File: config.mk
export PLATFORM = sky130hd
export DESIGN_NAME = ich_mac
export DESIGN_NICKNAME = d
export VERILOG_FILES = /design/src/hw/rtl/ich_pkg.sv /design/src/hw/rtl/ich_mac.sv
export SDC_FILE = /design/constraint.sdc
export NUM_CORES = 2
export LEC_CHECK = 0
export BUFFER_PORTS_ARGS = -buffer_cell sky130_fd_sc_hd__buf_2
export CORE_ASPECT_RATIO = 1.2
export CORE_MARGIN = 1
export CORE_UTILIZATION = 55
export CTS_CLUSTER_SIZE = 16
export DETAILED_ROUTE_END_ITERATION = 10
export GPL_TIMING_DRIVEN = 0
export PLACE_DENSITY = 0.72
export RECOVER_POWER = 100
export SLEW_MARGIN = 20
export SYNTH_ARGS = -nofsm -noshare
export SYNTH_HDL_FRONTEND = slang
export SYNTH_SLANG_ARGS = --single-unit
File: constraint.sdc
create_clock -name clk_i -period 18.25 [get_ports clk_i]
set_input_delay 4.5625 -clock clk_i [delete_from_list [all_inputs] [get_ports clk_i]]
set_output_delay 4.5625 -clock clk_i [all_outputs]
set_load 0.005 [all_outputs]
File: src/hw/rtl/ich_pkg.sv
// shared types and constants for the innovation covariance block
package ich_pkg;

  localparam int MEAS_MAX   = 4;
  localparam int STATE_DIM  = 13;
  localparam int DATA_WIDTH = 32;
  localparam int FRAC_BITS  = 16;

  localparam int MI_W = (MEAS_MAX > 1) ? $clog2(MEAS_MAX) : 1;
  localparam int SI_W = (STATE_DIM > 1) ? $clog2(STATE_DIM) : 1;
  localparam int HA_W = (MEAS_MAX * STATE_DIM > 1) ? $clog2(MEAS_MAX * STATE_DIM) : 1;
  localparam int PA_W = (STATE_DIM * STATE_DIM > 1) ? $clog2(STATE_DIM * STATE_DIM) : 1;
  localparam int SA_W = (MEAS_MAX * MEAS_MAX > 1) ? $clog2(MEAS_MAX * MEAS_MAX) : 1;
  localparam int DA_W = (HA_W > SA_W) ? HA_W : SA_W;

  localparam logic [DATA_WIDTH-1:0] FILLER = DATA_WIDTH'(64'd1023 << FRAC_BITS);

  typedef enum logic [1:0] {
    CMD_LOAD_H  = 2'd0,
    CMD_LOAD_P  = 2'd1,
    CMD_LOAD_R  = 2'd2,
    CMD_COMPUTE = 2'd3
  } cmd_e;

  typedef struct packed {
    cmd_e         command;
    logic [3:0]   row;
    logic [3:0]   col;
    logic [31:0]  value;
    logic [3:0]   valid_count;
    logic [11:0]  particle;
  } in_t;

  typedef struct packed {
    logic [11:0]           out_particle;
    logic [2:0]            out_row;
    logic [2:0]            out_col;
    logic [DATA_WIDTH-1:0] entry;
    logic                  last;
  } out_t;

  typedef struct packed {
    logic                  valid;
    logic                  first;
    logic                  last;
    logic                  fill;
    logic                  diag;
    logic                  phase_s;
    logic [DA_W-1:0]       addr;
    logic [DATA_WIDTH-1:0] r_val;
  } mac_tag_t;

  typedef struct packed {
    logic                  en;
    logic                  phase_s;
    logic [DA_W-1:0]       addr;
    logic [DATA_WIDTH-1:0] data;
  } mac_wr_t;

endpackage

File: src/hw/rtl/ich_mac.sv
// multiply-accumulate datapath with result write-back
module ich_mac (
  input  logic                            clk_i,
  input  logic                            rst_ni,
  input  ich_pkg::mac_tag_t               tag_i,
  input  logic [ich_pkg::DATA_WIDTH-1:0]  a_i,
  input  logic [ich_pkg::DATA_WIDTH-1:0]  b_i,
  output ich_pkg::mac_wr_t                wr_o
);

  logic signed [2*ich_pkg::DATA_WIDTH-1:0] full;
  logic [ich_pkg::DATA_WIDTH-1:0]          prod_d, prod_q;
  logic [ich_pkg::DATA_WIDTH-1:0]          acc_d, acc_q;
  logic [ich_pkg::DATA_WIDTH-1:0]          base;
  ich_pkg::mac_tag_t                       tag_q;

  assign full   = $signed(a_i) * $signed(b_i);
  assign prod_d = full[ich_pkg::FRAC_BITS +: ich_pkg::DATA_WIDTH];

  always_ff @(posedge clk_i or negedge rst_ni) begin
    if (!rst_ni) begin
      tag_q <= '0;
    end else begin
      tag_q <= tag_i;
    end
  end

  always_ff @(posedge clk_i) begin
    prod_q <= prod_d;
    acc_q  <= acc_d;
  end

  assign acc_d = (tag_q.first ? '0 : acc_q) + prod_q;
  assign base  = tag_q.fill ? ich_pkg::FILLER : acc_d;

  always_comb begin
    wr_o.en      = tag_q.valid && tag_q.last;
    wr_o.phase_s = tag_q.phase_s;
    wr_o.addr    = tag_q.addr;
    wr_o.data    = base + (tag_q.diag ? tag_q.r_val : '0);
  end

endmodule

[Word level (Yosys, flattened, before mapping)]
Index checks and enable logic that the tools add are counted.
Word-level totals
  flip-flop bits (word level): 108
  input bits: 110
  output and inout port bits: 40
  logic and storage cells: 17
Cells by class
  add/subtract/negate cells: 2
  multiply operators: 1
  mux-type cells: 3
  reduce and logical (&&, ||, !) cells: 1
Operator list (count)
  $mux 32: 3
  $add 32x32->32: 2
  $mul 32x32->48: 1
  $logic_and 1x1->1: 1

[Longest topological paths before layout]
  depth in word-level cells: 4
  depth in mapped cells: 31
  depth with buffers taken out: 29

[Worst setup path before layout]
OpenSTA, ideal clock, no wires.
  kind: input port to flip-flop
  from: input port b_i[18] (netlist name)
  to: register prod_q[28] (netlist name)
  setup time: 0.106 ns
  arrival: 11.480 ns
  setup slack: 6.664 ns
  stages: 28
  buffers on the path: 2
  path through: clkbuf_1 clkbuf_1 nand2_1 fa_1 fa_1 inv_1 fa_1 inv_1 fa_1 inv_1 fa_1 fa_1 fa_1 inv_1 fa_1 inv_1 ha_1 a21o_1 a21o_1 a21oi_1 o21bai_1 a21oi_1 o22ai_1 o2111a_1 o21a_1 o211ai_1 nand2_1 o311ai_0
On the way
  word-level cells in the longest chain between the ends: 1
Ends and longest elaborated chain
  start: declaration: RTL line ich_mac.sv:7  | input logic [ich_pkg::DATA_WIDTH-1:0] b_i,
  $mul 32x32->48: RTL line ich_mac.sv:17  | assign full = $signed(a_i) * $signed(b_i);
  named net full (one bit): RTL line ich_mac.sv:11  | logic signed [2*ich_pkg::DATA_WIDTH-1:0] full;
  end signal: assignment: RTL line ich_mac.sv:29  | prod_q <= prod_d;
  end: declaration: RTL line ich_mac.sv:12  | logic [ich_pkg::DATA_WIDTH-1:0] prod_d, prod_q;
The timed path passes the listed nets, and every way through them passes these cells.

[Final worst setup path]
  from: input port a_i[19] (netlist name)
  to: register prod_q[28] (netlist name)
On the way
  word-level cells in the longest chain between the ends: 1
Ends and longest elaborated chain
  start: declaration: RTL line ich_mac.sv:6  | input logic [ich_pkg::DATA_WIDTH-1:0] a_i,
  $mul 32x32->48: RTL line ich_mac.sv:17
  named net full (one bit): RTL line ich_mac.sv:11
The timed path passes the listed nets, and every way through them passes these cells.

==> run metrics <==
pin count of the biggest net entering global routing=45; PnR worst setup slack=4610 ps; final wirelength=108 mm; Initial Utilization=0.560; synthesis-stage register bit count=108; routed vias=26,200; count of input and output buffers=145; unrepaired setup endpoints after global routing=no; violated checks=max-capacitance violations, max-slew violations; Worst Tran Pin Value=2380 ps; layout cells sized above 1=0.0402; vias in the first global route=28,200; Rel. slew slack=-0.589; worst hold slack=500 ps; gr usage total=0.359; initial antenna violation count=9; Max Root-Sink Buffers=2; CP required=18,420 ps; syn_area_per_cell=9.31 sq um; synthesis-to-layout area growth=5.71%; Root Driver=clkbuf_16; period utilisation layout=0.747; type of origin of the critical path=primary input; Final Max Tran Viols=45; FILL cells=5,498; DRC Markers=0; CP max FO=10; H-tree Lvls=3; syn_nets=4,845; clock sink count=108; TritonCTS Buffers=9; Design Area, Final=0.0361 sq mm; Netlist cell types=63; maximum clock rate=73.3 MHz; # rows=99; DP HPWL=91.5 mm; Placer Congestion=1.08; Post-CTS Setup Inserts=0; kind of critical path=in2reg; hold crit path type=reg2reg; crit end category=flop; CTS tree=yes; I/O pin cnt=150; Worst Skew=13.9 ps; Worst-path clk slew=80 ps; Layout Nets=5,001; Post-CTS Resized=0; worst skew pair latency=360 ps; Setup TNS Final=0 ps; dpl cell area=0.0359 sq mm; final hold violations=0; WL/cell=23.3 microns; first-pass GRT wire length=165 mm; vias per inst=5.64; gate count after technology mapping=3,670; Die X=230 microns; critical path data arrival time=13,810 ps; 1st-pass router iterations=5; core box area=0.0611 sq mm; register area share after synthesis=0.0697; Final Setup Violations=0; min cycle time layout=13,640 ps; number of routed nets with antenna violations=0; Max Cap Viol=1; asr flop ratio synth=0.407; Post-Place Setup Slack=4360 ps; status=finished with violations; chip height=275 microns; Synth Warn #=0; Die ar.=0.0631 sq mm; post-synthesis instance area=0.0342 sq mm; # hold bufs at CTS=0; number of synthesized flops with an enable pin=0; Post-synth top flop=dfxtp_1; DRT iter0 DRCs=2,114; gr ovfl total=0
[cells in the mapped netlist, types with 3 or more instances]
cell / number / area (sq um)
a211o_1: 3 / 26.3
a211oi_1: 7 / 52.6
a21boi_0: 3 / 22.5
a21o_1: 33 / 248
a21oi_1: 66 / 330
a31oi_1: 8 / 50.1
and2_1: 438 / 2740
and4_1: 3 / 26.3
buf_4: 7 / 52.6
clkbuf_1: 175 / 657
dfrtp_1: 44 / 1100
dfxtp_1: 64 / 1280
fa_1: 840 / 16800
ha_1: 225 / 2820
inv_1: 824 / 3090
nand2_1: 516 / 1940
nand2b_1: 21 / 131
nand3_1: 15 / 75.1
nand4_1: 5 / 31.3
nor2_1: 38 / 143
nor2b_1: 73 / 457
nor3_1: 15 / 75.1
o211ai_1: 4 / 30.0
o21a_1: 10 / 75.1
o21ai_0: 39 / 195
o21bai_1: 11 / 82.6
o31ai_1: 5 / 37.5
or2_2: 14 / 87.6
or3_1: 3 / 18.8
xnor2_1: 94 / 823
xor2_1: 27 / 236
[area by class of cell]
cell class              count  area [sq um]  area share
multi-input cells        2556         27900       0.773
inverters                 824          3090      0.0856
flip-flops and latches    108          2380      0.0659
well taps                 808          1010      0.0280
plain buffers             182           709      0.0196
repair buffers            145           683      0.0189
clock buffers              10           229     0.00634
clock inverters             6          55.1     0.00152
diodes                     11          27.5    0.000762
[cell usage in the layout, fill, tap and decap left out, types with 11 or more instances in the layout]
cell,count
fa_1,840
inv_1,824
nand2_1,516
and2_1,436
ha_1,225
clkbuf_1,210
buf_2,107
xnor2_1,94
nor2b_1,73
a21oi_1,66
dfxtp_1,64
dfrtp_1,44
o21ai_0,40
nor2_1,38
a21o_1,33
xor2_1,27
nand2b_1,21
nor3_1,15
nand3_1,15
or2_2,14
diode_2,11
o21bai_1,11
[kinds of logic (layout without fill, tap and decap cells)]
family	count (synthesis)	count (layout)	share of synthesized area
mux	2	2	0.000732
buf+inv	1006	1167	0.111
xor+xnor	122	122	0.0317
flops	108	108	0.0697
simple gates	1147	1147	0.169
other cells	0	11	0
fa+ha+maj	1065	1065	0.574
compound gates	220	220	0.0435
[through the flow]
step,utilization,instances
2_1_floorplan,-,3670
3_3_place_gp,0.588,4623
3_5_place_dp,0.588,4623
4_1_cts,0.593,4639
5_1_grt,0.591,4639
6_report,0.592,4650
[sequential cells by signal, indices dropped and copies added (netlist names)]
signal / flops
tag_q: 37
prod_q: 32
wr_o: 7
acc_q: 32
[routing by layer]
layer | wire (microns) | vias to the layer above | global-route usage
met4 | 10400 | 2 | 0.283
met3 | 10500 | 522 | 0.0782
met1 | 37500 | 13200 | 0.416
li1 | - | 11000 | -
met5 | 46 | - | 0.00670
met2 | 49900 | 1544 | 0.582
[final timing paths]
path	from	end	slack, ps	depth (start not counted)
worst max-delay path	a_i[19]	prod_q[28]	4610	27
worst min-delay path	prod_q[0]	acc_q[0]	500	1
worst max register to register	tag_q[42]	acc_q[30]	13820	15
worst min register to register	prod_q[0]	acc_q[0]	500	1
max in group asynchronous	rst_ni	tag_q[16]	11970	1
min in group asynchronous	rst_ni	tag_q[4]	4920	1
[worst max-delay path, cell delays in order]
cell      delay (ps)
buf_2             90
clkbuf_1         710
clkbuf_1         800
nand2_1          190
fa_1             550
fa_1             540
fa_1             520
fa_1             520
inv_1             50
fa_1             590
fa_1             440
fa_1             500
inv_1             50
fa_1             470
inv_1             40
ha_1             330
a21o_1           220
a21o_1           190
a21oi_1          190
o21bai_1          80
a21oi_1          190
o22ai_1          140
o2111a_1         310
o21a_1           220
o211ai_1         390
nand2_1          150
o311ai_0         740
Power is not shown: default switching activity piles up to over one toggle a cycle in this logic, so the estimate is an artifact.
